==> config.mk <==
export PLATFORM = sky130hd
export DESIGN_NAME = slip_chunked_encoder
export DESIGN_NICKNAME = d
export VERILOG_FILES = /design/src/hw/rtl/slip_enc_pkg.sv /design/src/hw/rtl/slip_enc_expand.sv /design/src/hw/rtl/slip_enc_emit.sv /design/src/hw/rtl/slip_chunked_encoder.sv
export SDC_FILE = /design/constraint.sdc
export NUM_CORES = 1
export LEC_CHECK = 0
export BUFFER_PORTS_ARGS = -buffer_cell sky130_fd_sc_hd__buf_2
export CAP_MARGIN = 20
export CORE_ASPECT_RATIO = 0.6
export CORE_MARGIN = 3
export CORE_UTILIZATION = 60
export CTS_CLUSTER_DIAMETER = 120
export DETAILED_ROUTE_END_ITERATION = 6
export PLACE_DENSITY = 0.78
export REMOVE_ABC_BUFFERS = 1
export SYNTH_ARGS = -nofsm -noshare
export SYNTH_HDL_FRONTEND = slang
export SYNTH_HIERARCHICAL = 1
export SYNTH_SLANG_ARGS = --single-unit
export TNS_END_PERCENT = 20
==> constraint.sdc <==
create_clock -name clock -period 16.6 [get_ports clock]
set_input_delay 0.83 -clock clock [delete_from_list [all_inputs] [get_ports clock]]
set_output_delay 0.83 -clock clock [all_outputs]
set_load 0.03 [all_outputs]
==> src/hw/rtl/slip_enc_pkg.sv <==
// slip_enc_pkg: byte codes, result list types and the chunk fill step
// used by the chunked slip encoder; depends on nothing
`default_nettype none

package slip_enc_pkg;

   localparam logic [7:0] FRAME_END     = 8'hC0;
   localparam logic [7:0] FRAME_ESC     = 8'hDB;
   localparam logic [7:0] FRAME_ESC_END = 8'hDC;
   localparam logic [7:0] FRAME_ESC_ESC = 8'hDD;

   localparam int          FILL_W    = 10;
   localparam int          MAX_RES   = 4;
   localparam int          RES_IDX_W = 2;
   localparam int          RES_CNT_W = 3;
   localparam logic [FILL_W-1:0] MIN_CHUNK    = 10'd3;
   localparam logic [FILL_W-1:0] CHUNK_RESET  = 10'd20;

   typedef struct packed {
      logic [7:0] byte_val;
      logic       chunk_end;
   } slip_ent_type;

   typedef struct packed {
      slip_ent_type [MAX_RES-1:0] ent;
      logic [RES_CNT_W-1:0]       cnt;
   } slip_list_type;

   typedef struct packed {
      logic [FILL_W-1:0] fill;
      logic              chunk_end;
   } fill_step_type;

   // place one byte into the open chunk
   function automatic fill_step_type put_step(input logic [FILL_W-1:0] fill,
                                              input logic [FILL_W-1:0] lim);
      fill_step_type r;
      r.fill      = fill + 1'b1;
      r.chunk_end = 1'b0;
      if ((r.fill >= lim) || (r.fill == '0)) begin
         r.chunk_end = 1'b1;
         r.fill      = '0;
      end
      return r;
   endfunction

endpackage

`default_nettype wire

==> src/hw/rtl/slip_enc_expand.sv <==
// slip_enc_expand: turns one registered item into its list of encoded bytes
// and keeps chunk fill and frame state; uses slip_enc_pkg
`default_nettype none

module slip_enc_expand import slip_enc_pkg::*; (
   input  wire logic              clock,
   input  wire logic              reset,
   input  wire logic [FILL_W-1:0] chunk_size,
   input  wire logic [7:0]        data_byte,
   input  wire logic              has_data,
   input  wire logic              last_byte,
   input  wire logic              take,
   output slip_list_type          list
);

   logic [FILL_W-1:0] chunk_fill_ff, chunk_fill_in;
   logic              in_frame_ff, in_frame_in;

   always_comb begin
      logic [FILL_W-1:0]    lim;
      logic [FILL_W-1:0]    fill;
      logic [RES_CNT_W-1:0] n;
      logic [RES_CNT_W-1:0] nm1;
      fill_step_type        s;
      slip_list_type        l;

      lim  = (chunk_size < MIN_CHUNK) ? MIN_CHUNK : chunk_size;
      fill = chunk_fill_ff;
      n    = '0;
      nm1  = '0;
      s    = '0;
      l    = '0;
      in_frame_in = in_frame_ff;

      // opening end of a new frame
      if (!in_frame_ff) begin
         s = put_step(fill, lim);
         fill = s.fill;
         l.ent[n[RES_IDX_W-1:0]] = '{byte_val: FRAME_END, chunk_end: s.chunk_end};
         n = n + 1'b1;
         in_frame_in = 1'b1;
      end

      if (has_data) begin
         s = put_step(fill, lim);
         fill = s.fill;
         if ((data_byte == FRAME_END) || (data_byte == FRAME_ESC)) begin
            l.ent[n[RES_IDX_W-1:0]] = '{byte_val: FRAME_ESC, chunk_end: s.chunk_end};
            n = n + 1'b1;
            s = put_step(fill, lim);
            fill = s.fill;
            l.ent[n[RES_IDX_W-1:0]] = '{
               byte_val: (data_byte == FRAME_END) ? FRAME_ESC_END : FRAME_ESC_ESC,
               chunk_end: s.chunk_end};
         end else begin
            l.ent[n[RES_IDX_W-1:0]] = '{byte_val: data_byte, chunk_end: s.chunk_end};
         end
         n = n + 1'b1;
      end

      // closing end: too full means the previous byte closes the chunk
      if (last_byte) begin
         if (({1'b0, fill} + 1'b1) >= {1'b0, lim} && (n != '0)) begin
            nm1 = n - 1'b1;
            l.ent[nm1[RES_IDX_W-1:0]].chunk_end = 1'b1;
         end
         l.ent[n[RES_IDX_W-1:0]] = '{byte_val: FRAME_END, chunk_end: 1'b1};
         n = n + 1'b1;
         fill = '0;
         in_frame_in = 1'b0;
      end

      l.cnt = n;
      list  = l;
      chunk_fill_in = fill;
   end

   always_ff @(posedge clock) begin
      if (reset) begin
         chunk_fill_ff <= '0;
         in_frame_ff   <= 1'b0;
      end else if (take) begin
         chunk_fill_ff <= chunk_fill_in;
         in_frame_ff   <= in_frame_in;
      end
   end

endmodule

`default_nettype wire

==> src/hw/rtl/slip_enc_emit.sv <==
// slip_enc_emit: holds one item's byte list and sends it one byte a cycle
// on the result channel while rsp_ready is high; uses slip_enc_pkg
`default_nettype none

module slip_enc_emit import slip_enc_pkg::*; (
   input  wire logic  clock,
   input  wire logic  reset,
   input  wire logic  load,
   input  wire slip_list_type list,
   output logic       free,
   output logic       rsp_valid,
   input  wire logic  rsp_ready,
   output logic [7:0] rsp_out_byte,
   output logic       rsp_chunk_end,
   output logic       rsp_run_end
);

   slip_ent_type [MAX_RES-1:0] ent_ff, ent_in;
   logic [RES_CNT_W-1:0]       cnt_ff, cnt_in;
   logic [RES_IDX_W-1:0]       idx_ff, idx_in;
   logic                       valid_ff, valid_in;
   logic                       at_last;

   assign at_last = (({1'b0, idx_ff} + 1'b1) == cnt_ff);
   assign free    = !valid_ff || (rsp_ready && at_last);

   assign rsp_valid     = valid_ff;
   assign rsp_out_byte  = ent_ff[idx_ff].byte_val;
   assign rsp_chunk_end = ent_ff[idx_ff].chunk_end;
   assign rsp_run_end   = at_last;

   always_comb begin
      ent_in   = ent_ff;
      cnt_in   = cnt_ff;
      idx_in   = idx_ff;
      valid_in = valid_ff;
      if (valid_ff && rsp_ready) begin
         idx_in = idx_ff + 1'b1;
         if (at_last) begin
            valid_in = 1'b0;
         end
      end
      if (load) begin
         ent_in   = list.ent;
         cnt_in   = list.cnt;
         idx_in   = '0;
         valid_in = 1'b1;
      end
   end

   always_ff @(posedge clock) begin
      if (reset) begin
         valid_ff <= 1'b0;
         idx_ff   <= '0;
         cnt_ff   <= '0;
      end else begin
         valid_ff <= valid_in;
         idx_ff   <= idx_in;
         cnt_ff   <= cnt_in;
      end
   end

   always_ff @(posedge clock) begin
      ent_ff <= ent_in;
   end

endmodule

`default_nettype wire

==> src/hw/rtl/slip_chunked_encoder.sv <==
// slip_chunked_encoder: top level of the chunked slip encoder
// uses slip_enc_pkg, slip_enc_expand and slip_enc_emit
`default_nettype none

// channel | direction | ports
// req     | in        | req_valid/req_ready, req_data_byte, req_has_data, req_last_byte
// rsp     | out       | rsp_valid/rsp_ready, rsp_out_byte, rsp_chunk_end, rsp_run_end
// csr     | in        | csr_valid/csr_ready, csr_chunk_size
//
// an item is held in the input register, then its 0 to 4 encoded bytes
// are loaded at once into the output list and leave one byte per cycle while rsp_ready is high
// an item makes 0 to 4 bytes, usually 1 or 2, so the single-byte output port
// sets how fast items go through
// the next item is taken while the last byte of the previous one is taken
// a stalled output holds the list, then the input register, then drops req_ready
// reset clears frame state, fill count and sets chunk size to 20

module slip_chunked_encoder import slip_enc_pkg::*; (
   input  wire logic              clock,
   input  wire logic              reset,
   input  wire logic              req_valid,
   output logic                   req_ready,
   input  wire logic [7:0]        req_data_byte,
   input  wire logic              req_has_data,
   input  wire logic              req_last_byte,
   output logic                   rsp_valid,
   input  wire logic              rsp_ready,
   output logic [7:0]             rsp_out_byte,
   output logic                   rsp_chunk_end,
   output logic                   rsp_run_end,
   input  wire logic              csr_valid,
   output logic                   csr_ready,
   input  wire logic [FILL_W-1:0] csr_chunk_size
);

   // configuration register, always writable
   logic [FILL_W-1:0] chunk_size_ff;

   // input register
   logic       in_valid_ff;
   logic [7:0] in_data_ff;
   logic       in_has_ff;
   logic       in_last_ff;

   slip_list_type list;
   logic          emit_free;
   logic          take;
   logic          load;

   assign csr_ready = 1'b1;

   // an item with no bytes just leaves; otherwise it waits for a free list
   assign take      = in_valid_ff && ((list.cnt == '0) || emit_free);
   assign load      = take && (list.cnt != '0);
   assign req_ready = !in_valid_ff || take;

   always_ff @(posedge clock) begin
      if (reset) begin
         chunk_size_ff <= CHUNK_RESET;
         in_valid_ff   <= 1'b0;
      end else begin
         if (csr_valid) begin
            chunk_size_ff <= csr_chunk_size;
         end
         if (req_ready) begin
            in_valid_ff <= req_valid;
         end
      end
   end

   // payload needs no reset
   always_ff @(posedge clock) begin
      if (req_valid && req_ready) begin
         in_data_ff <= req_data_byte;
         in_has_ff  <= req_has_data;
         in_last_ff <= req_last_byte;
      end
   end

   slip_enc_expand u_expand (
      .clock      (clock),
      .reset      (reset),
      .chunk_size (chunk_size_ff),
      .data_byte  (in_data_ff),
      .has_data   (in_has_ff),
      .last_byte  (in_last_ff),
      .take       (take),
      .list       (list)
   );

   slip_enc_emit u_emit (
      .clock         (clock),
      .reset         (reset),
      .load          (load),
      .list          (list),
      .free          (emit_free),
      .rsp_valid     (rsp_valid),
      .rsp_ready     (rsp_ready),
      .rsp_out_byte  (rsp_out_byte),
      .rsp_chunk_end (rsp_chunk_end),
      .rsp_run_end   (rsp_run_end)
   );

endmodule

`default_nettype wire

==> results of run 1 <==
cell usage after synthesis (7+ instances only):
library cell,number
a211oi_1,7
a21o_1,21
a21oi_1,30
and2_1,10
and3_1,10
buf_4,18
clkbuf_1,18
dfxtp_1,28
edfxtp_1,46
ha_1,47
inv_1,20
mux2i_1,19
mux4_2,8
nand2_1,51
nand2b_1,12
nand3_1,21
nand4_1,8
nor2_1,81
nor2b_1,11
nor3_1,16
nor3b_1,7
nor4_1,7
o21a_1,8
o21ai_0,27
or2_2,7
xnor2_1,25
xor2_1,11
final cells by class:
type	count	area (um2)	share of cell area (%)
Timing Repair Buffer	46	255.2	3.760
Sequential cell	74	1942	28.60
Inverter	22	82.58	1.216
Tap cell	135	168.9	2.488
Multi-Input combinational cell	557	4044	59.57
Clock inverter	6	67.56	0.9952
Clock buffer	10	229.0	3.373
state kept, by name (all words and copies together) (netlist names):
register                flops
in_has_ff                   1
u_emit/cnt_ff               3
in_valid_ff                 1
u_emit/ent_ff              36
u_emit/idx_ff               2
u_expand/chunk_fill_ff     10
chunk_size_ff              10
in_data_ff                  8
u_emit/rsp_valid            1
u_expand/in_frame_ff        1
in_last_ff                  1
per-stage QoR:
step           cell area, um2  setup slack [ns]  power [W]  std cells  hold slack [ns]
6_report                 6789             2.475  0.0005408        850           0.5176
5_1_grt                  6789             1.598  0.0005613        850           0.5533
4_1_cts                  6782             2.870  0.0005372        849           0.5256
3_5_place_dp             6485             3.051  0.0003416        833           0.5102
3_3_place_gp             6485             3.381  0.0003364        833           0.4908
2_1_floorplan            6067             4.482  0.0003004        653           0.4612
routing by layer:
| layer | wire, um | share of wire (%) | global-route usage [%] |
|---|---|---|---|
| met1 | 9149 | 45 | 53.48 |
| met2 | 7703 | 38 | 44.12 |
| met3 | 2930 | 15 | 11.66 |
| met4 | 286 | 1.4 | 8.161 |
| met5 | 72 | 0.36 | 4.049 |
path summary, 6_finish.rpt:
check,startpoint,endpoint,slack [ns],depth (start not counted)
max reg2reg,u_expand/chunk_fill_ff[0],u_emit/ent_ff[9],2.47,55
min,chunk_size_ff[1],chunk_size_ff[1],0.52,2
max,u_expand/chunk_fill_ff[0],u_emit/ent_ff[9],2.47,55
min reg2reg,chunk_size_ff[1],chunk_size_ff[1],0.52,2
worst min-delay path: cells and delay by family (launching register included):
family	cells	cell delay (ns)
and+or+nand+nor	1	0.07
DFF	1	0.34
muxes	1	0.07
cells in the final DEF (no fill, tap or decap), drive strengths merged, types with 8 or more instances in the layout:
| cell type | synthesis | routed |
|---|---|---|
| nand2b | 13 | 13 |
| and2 | 10 | 10 |
| buf | 29 | 46 |
| nor4 | 10 | 10 |
| edfxtp | 46 | 46 |
| mux4 | 9 | 9 |
| mux2i | 19 | 19 |
| o21a | 9 | 9 |
| a21o | 21 | 21 |
| dfxtp | 28 | 28 |
| a21oi | 34 | 34 |
| nor2 | 81 | 81 |
| nand3 | 22 | 22 |
| conb | 2 | 9 |
| a211oi | 8 | 8 |
| xor2 | 11 | 11 |
| inv | 20 | 21 |
| or2 | 8 | 8 |
| nor2b | 11 | 11 |
| o21ai | 27 | 27 |
| nor3 | 17 | 17 |
| ha | 47 | 47 |
| nand2 | 51 | 51 |
| clkbuf | 18 | 10 |
| nand4 | 11 | 11 |
| xnor2 | 25 | 25 |
| and3 | 10 | 10 |
power breakdown:
group	switching, W	leakage, nW	internal, W
clock network	0.0000792	0.139	0.000117
registers	0.00000849	0.663	0.000208
logic	0.0000818	1.97	0.0000466
total	0.000169	2.77	0.000371
kinds of logic (layout without fill, tap and decap cells):
group                      count (synthesis)  after routing
AOI/OAI and AO/OA                        168            168
buffers and inverters                     69             84
other                                      2              9
xor gates and xnor gates                  36             36
DFF                                       74             74
muxes                                     30             30
adders and majority gates                 47             47
and+or+nand+nor                          267            267
==> flow_summary.toml, run 1 <==
[global_route]
antenna_found_initial = 0
grt_pass1_vias = 5291
grt_usage_pct = 34.23
grt_max_degree = 43
grt_first_pass_wirelength_um = 30830
grt-ovfl-total = 0

[clocking]
cts_buffers = 9
ctsResizeCount = 0
cts-root-buf = "clkbuf_16"
clkLatencyLatePin_ns = 0.34
ctsHoldBuffers = 0
htree_levels = 3
clk_pin_slew_ns = 0.06
cts_setup_buffers = 0
clockBufferDepth = 2
cts_sinks = 74
cts_tree = "done"

[yosys]
synth_area_um2 = 6299
synth_seq_area_share_pct = 30.83
synthArstFlopShare_pct = 0
yosys.area_share.adder_pct = 9.337
synth_ff_type = "edfxtp_1"
synthXorXnorAreaFrac_pct = 5.006
yosys.area.top_type = "edfxtp_1"
yosys.area_share.simple_pct = 22.67
avgSynthCellArea_um2 = 9.089
syn_inst = 693
synth_compound_area_share_pct = 19.98
synth_top_area_share_pct = 21.93
synth_top_family_by_area = "simple AND/OR/NAND/NOR gates"
yosysUniqueCellTypes = 95
ys_ff_latch = 74
synthMuxAreaShare_pct = 6.655
synth_area_leaders = "edfxtp_1 22%, ha_1 9.3%, dfxtp_1 8.9%, nor2_1 4.8%, xnor2_1 3.5%"
synth_edf_count = 46
yosysWarningCount = 6

[sta]
tightestPinTransition_ns = 1.039
fin_crit_sh_pct = 85.09
setup_tns_ns = 0
setup_violations = 0
slew_headroom_pct = 29.83
fmax_mhz = 70.79
fin_crit_ns = 14.13
maxSlewViolCount = 0
rsz0062_at_grt = "no"
hold_viol = 0
fin_skew_ns = 0.008404

[detailed_routing]
routed_wl_um = 20140
via_per_inst = 6.798
dr.pass1.iters = 6
drtIter0Drc = 955
drtAntennaViolNets = 0
vias = 5778
routedWlPerCell_um = 23.70
drc = 0

[place]
gp_congestion = 0.9955
dp_hpwl_um = 15370
port_buffers = 36

[power_and_ir_drop]
vdd.ir_drop.worst_v = 0.00005379
p_per_area_nw_per_um2 = 79.65
p_leak_nw = 2.774

[job]
maxCapViolations = 0

[critical_path]
critPathLaunchType = "register"
slowest_delay_ns = 0.93
cp_num_buf_inv = 2
cp_max_fo = 13
cp-end-kind = "register"
cp_common_cell = "a21o_1"
criticalPathCategory = "register to register"
crit_arrival_ns = 14.22
cp_slowest_cell = "o311ai_0"
worstPathRequired_ns = 16.70
crit_family = "compound AO/OA/AOI/OAI gates"

[cells_and_area]
syn_to_final_growth_pct = 7.787
final_nets = 782
n_antenna_cell = 0
final_util_pct = 67.52
nFillCells = 796
layout-drive-gt1-share_pct = 15.94

[min_path]
min_path_type = "register to register"

[die]
die_x_um = 138.3
dieArea_um2 = 11800
start_util_pct = 62.64
design.core.area_um2 = 10050
num_rows = 28
ios = 38
dieHeight_um = 85.37

[outcome]
outcome = "completed"
Note: power is estimated with default switching activity, not from simulation.
==> run 2, diff against run 1 <==
--- a/config.mk
+++ b/config.mk
@@ -5,7 +5,8 @@
 export SDC_FILE = /design/constraint.sdc
 export NUM_CORES = 1
 export LEC_CHECK = 0
-export BUFFER_PORTS_ARGS = -buffer_cell sky130_fd_sc_hd__buf_2
+export ABC_AREA = 1
+export BUFFER_PORTS_ARGS = -buffer_cell sky130_fd_sc_hd__clkbuf_2
 export CAP_MARGIN = 20
 export CORE_ASPECT_RATIO = 0.6
 export CORE_MARGIN = 3
==> flow_summary.toml, run 2 <==
[yosys]
synth_ff_type = "edfxtp_1"
syn_inst = 812
synth_area_um2 = 5941
synthArstFlopShare_pct = 0
avgSynthCellArea_um2 = 7.316
yosysWarningCount = 6
synth_most_common_cell = "nand2_1"
synth_commonest_cells = "173 x nand2_1, 109 x inv_1, 95 x nor2_1"
yosys.area.top_type = "edfxtp_1"
synth_edf_count = 46
synth_top_area_share_pct = 23.25
synth_area_leaders = "edfxtp_1 23%, nand2_1 11%, ha_1 9.9%, dfxtp_1 9.4%, inv_1 6.9%"
ys_ff_latch = 74
yosysUniqueCellTypes = 50
synth_seq_area_share_pct = 32.69

[global_route]
antenna_found_initial = 0
grt_usage_pct = 30.28
grt_max_degree = 39
grt-ovfl-total = 0
grt_pass1_vias = 5272
grt_first_pass_wirelength_um = 26630

[sta]
setup_tns_ns = 0
setup_violations = 0
slew_headroom_pct = 46.54
fmax_mhz = 94.88
fin_skew_ns = 0.007483
tightestPinTransition_ns = 0.8008
rsz0062_at_grt = "no"
fin_crit_sh_pct = 63.49
hold_viol = 0
maxSlewViolCount = 0
fin_crit_ns = 10.54

[min_path]
min_path_type = "register to register"
holdPathStages = 2

[cells_and_area]
final_common_cell = "nand2_1"
largest-register = "u_emit/ent_ff"
most-common-layout-cells = "173 x nand2_1, 109 x inv_1, 95 x nor2_1, 47 x ha_1, 46 x edfxtp_1"
layout-drive-gt1-share_pct = 17.16
stdcell_area_um2 = 6431
final_nets = 912
syn_to_final_growth_pct = 8.256
reg.largest.list = "u_emit/ent_ff (36), chunk_size_ff (10), u_expand/chunk_fill_ff (10)"
largest_reg_flops = 36
n_antenna_cell = 0

[place]
port_buffers = 36
placed_area_um2 = 6150
gp_congestion = 0.9752
dp_hpwl_um = 12710

[die]
design.core.area_um2 = 9392
dieArea_um2 = 11170
dieHeight_um = 83.08
ios = 38
start_util_pct = 63.26
num_rows = 27
die_x_um = 134.5

[critical_path]
slowest_delay_ns = 0.53
cp_common_cell = "nand2_1"
worstPathRequired_ns = 16.67
cp_max_fo = 9
cp_slowest_cell = "a31oi_2"
cp-end-kind = "register"
r2r_cells = 61
critPathLaunchType = "register"
criticalPathCategory = "register to register"
crit_arrival_ns = 10.61

[detailed_routing]
via_per_inst = 5.828
dr.pass1.iters = 6
vias = 5682
drtAntennaViolNets = 0
routedWlPerCell_um = 16.89
drc = 0
routed_wl_um = 16470
drtIter0Drc = 749

[clocking]
cts-root-buf = "clkbuf_16"
clkLatencyLatePin_ns = 0.34
ctsResizeCount = 0
cts_buffers = 9
cts_tree = "done"
cts_setup_buffers = 0
htree_levels = 3
ctsHoldBuffers = 0
clk_pin_slew_ns = 0.06
cts_sinks = 74
clockBufferDepth = 2

[power_and_ir_drop]
p_per_area_nw_per_um2 = 82.68
vdd.ir_drop.worst_v = 0.00005128
p_leak_nw = 3.115

[outcome]
outcome = "completed"

[job]
maxCapViolations = 0
[run 2: changes by cell type after synthesis, moves of 17 or more]
cell,previous run,this run
inv_2,0,22
nand2_2,0,26
mux2i_1,19,0
nand3_1,21,38
a21o_1,21,0
inv_1,20,109
xnor2_1,25,2
nand2_1,51,173
[run 2: power by group]
| group | switching, W | internal, W | leakage [nW] |
|---|---|---|---|
| Sequential | 0.00000767 | 0.000207 | 0.665 |
| Combinational | 0.0000852 | 0.0000403 | 2.31 |
| Clock | 0.0000748 | 0.000116 | 0.138 |
| Total | 0.000168 | 0.000364 | 3.12 |
[run 2: path summary, 6_finish.rpt]
path                                   from                to  slack, ns
setup / recovery  u_expand/chunk_fill_ff[0]  u_emit/ent_ff[0]       6.06
hold / removal             u_emit/cnt_ff[2]  u_emit/cnt_ff[2]       0.48
setup reg to reg  u_expand/chunk_fill_ff[0]  u_emit/ent_ff[0]       6.06
hold reg to reg            u_emit/cnt_ff[2]  u_emit/cnt_ff[2]       0.48
[run 2: through the flow]
step           util, %  hold WS [ns]  power (W)  instances  setup slack [ns]
2_1_floorplan        -        0.4476  0.0003036        790             7.914
3_3_place_gp     65.48        0.4631  0.0003353        959             6.953
3_5_place_dp     65.48        0.4770  0.0003397        959             6.398
4_1_cts          68.48        0.4848  0.0005295        975             6.271
5_1_grt          68.48        0.5048  0.0005571        975             5.147
6_report         68.48        0.4801  0.0005317        975             6.061
[run 2: worst max-delay path: cells and delay by family, from the launching register on]
family / cells / cell delay [ns]
DFF: 1 / 0.44
adders and majority gates: 7 / 1.87
and+or+nand+nor: 27 / 3.70
buffers and inverters: 6 / 0.66
AOI/OAI and AO/OA: 21 / 3.57
[run 2: kinds of logic (layout without fill, tap and decap cells)]
family	after synthesis	in the layout	synth area share, %
simple gates	386	386	30.92
buf+inv	161	187	11.41
compound gates	134	134	13.77
flops	74	74	32.69
fa+ha+maj	47	47	9.899
xor+xnor	8	8	1.179
other cells	2	9	0.1264
[run 2: per-layer routing]
metal  track usage (%)  up-vias  share of wire (%)
met3             8.717       24                 13
met4             6.839        0                1.1
met5                 0        -                  0
li1                  -     2683                  -
met2             40.52      333                 39
met1             47.63     2642                 47
[run 2: cell type report]
cell class                      instances  area, um2
Inverter                              132      495.5
Multi-Input combinational cell        584       3347
Timing Repair Buffer                   39      202.7
Tap cell                              130      162.7
Clock buffer                           13      240.2
Sequential cell                        74       1942
Fill cell                             796       2960
Clock inverter                          3      41.29
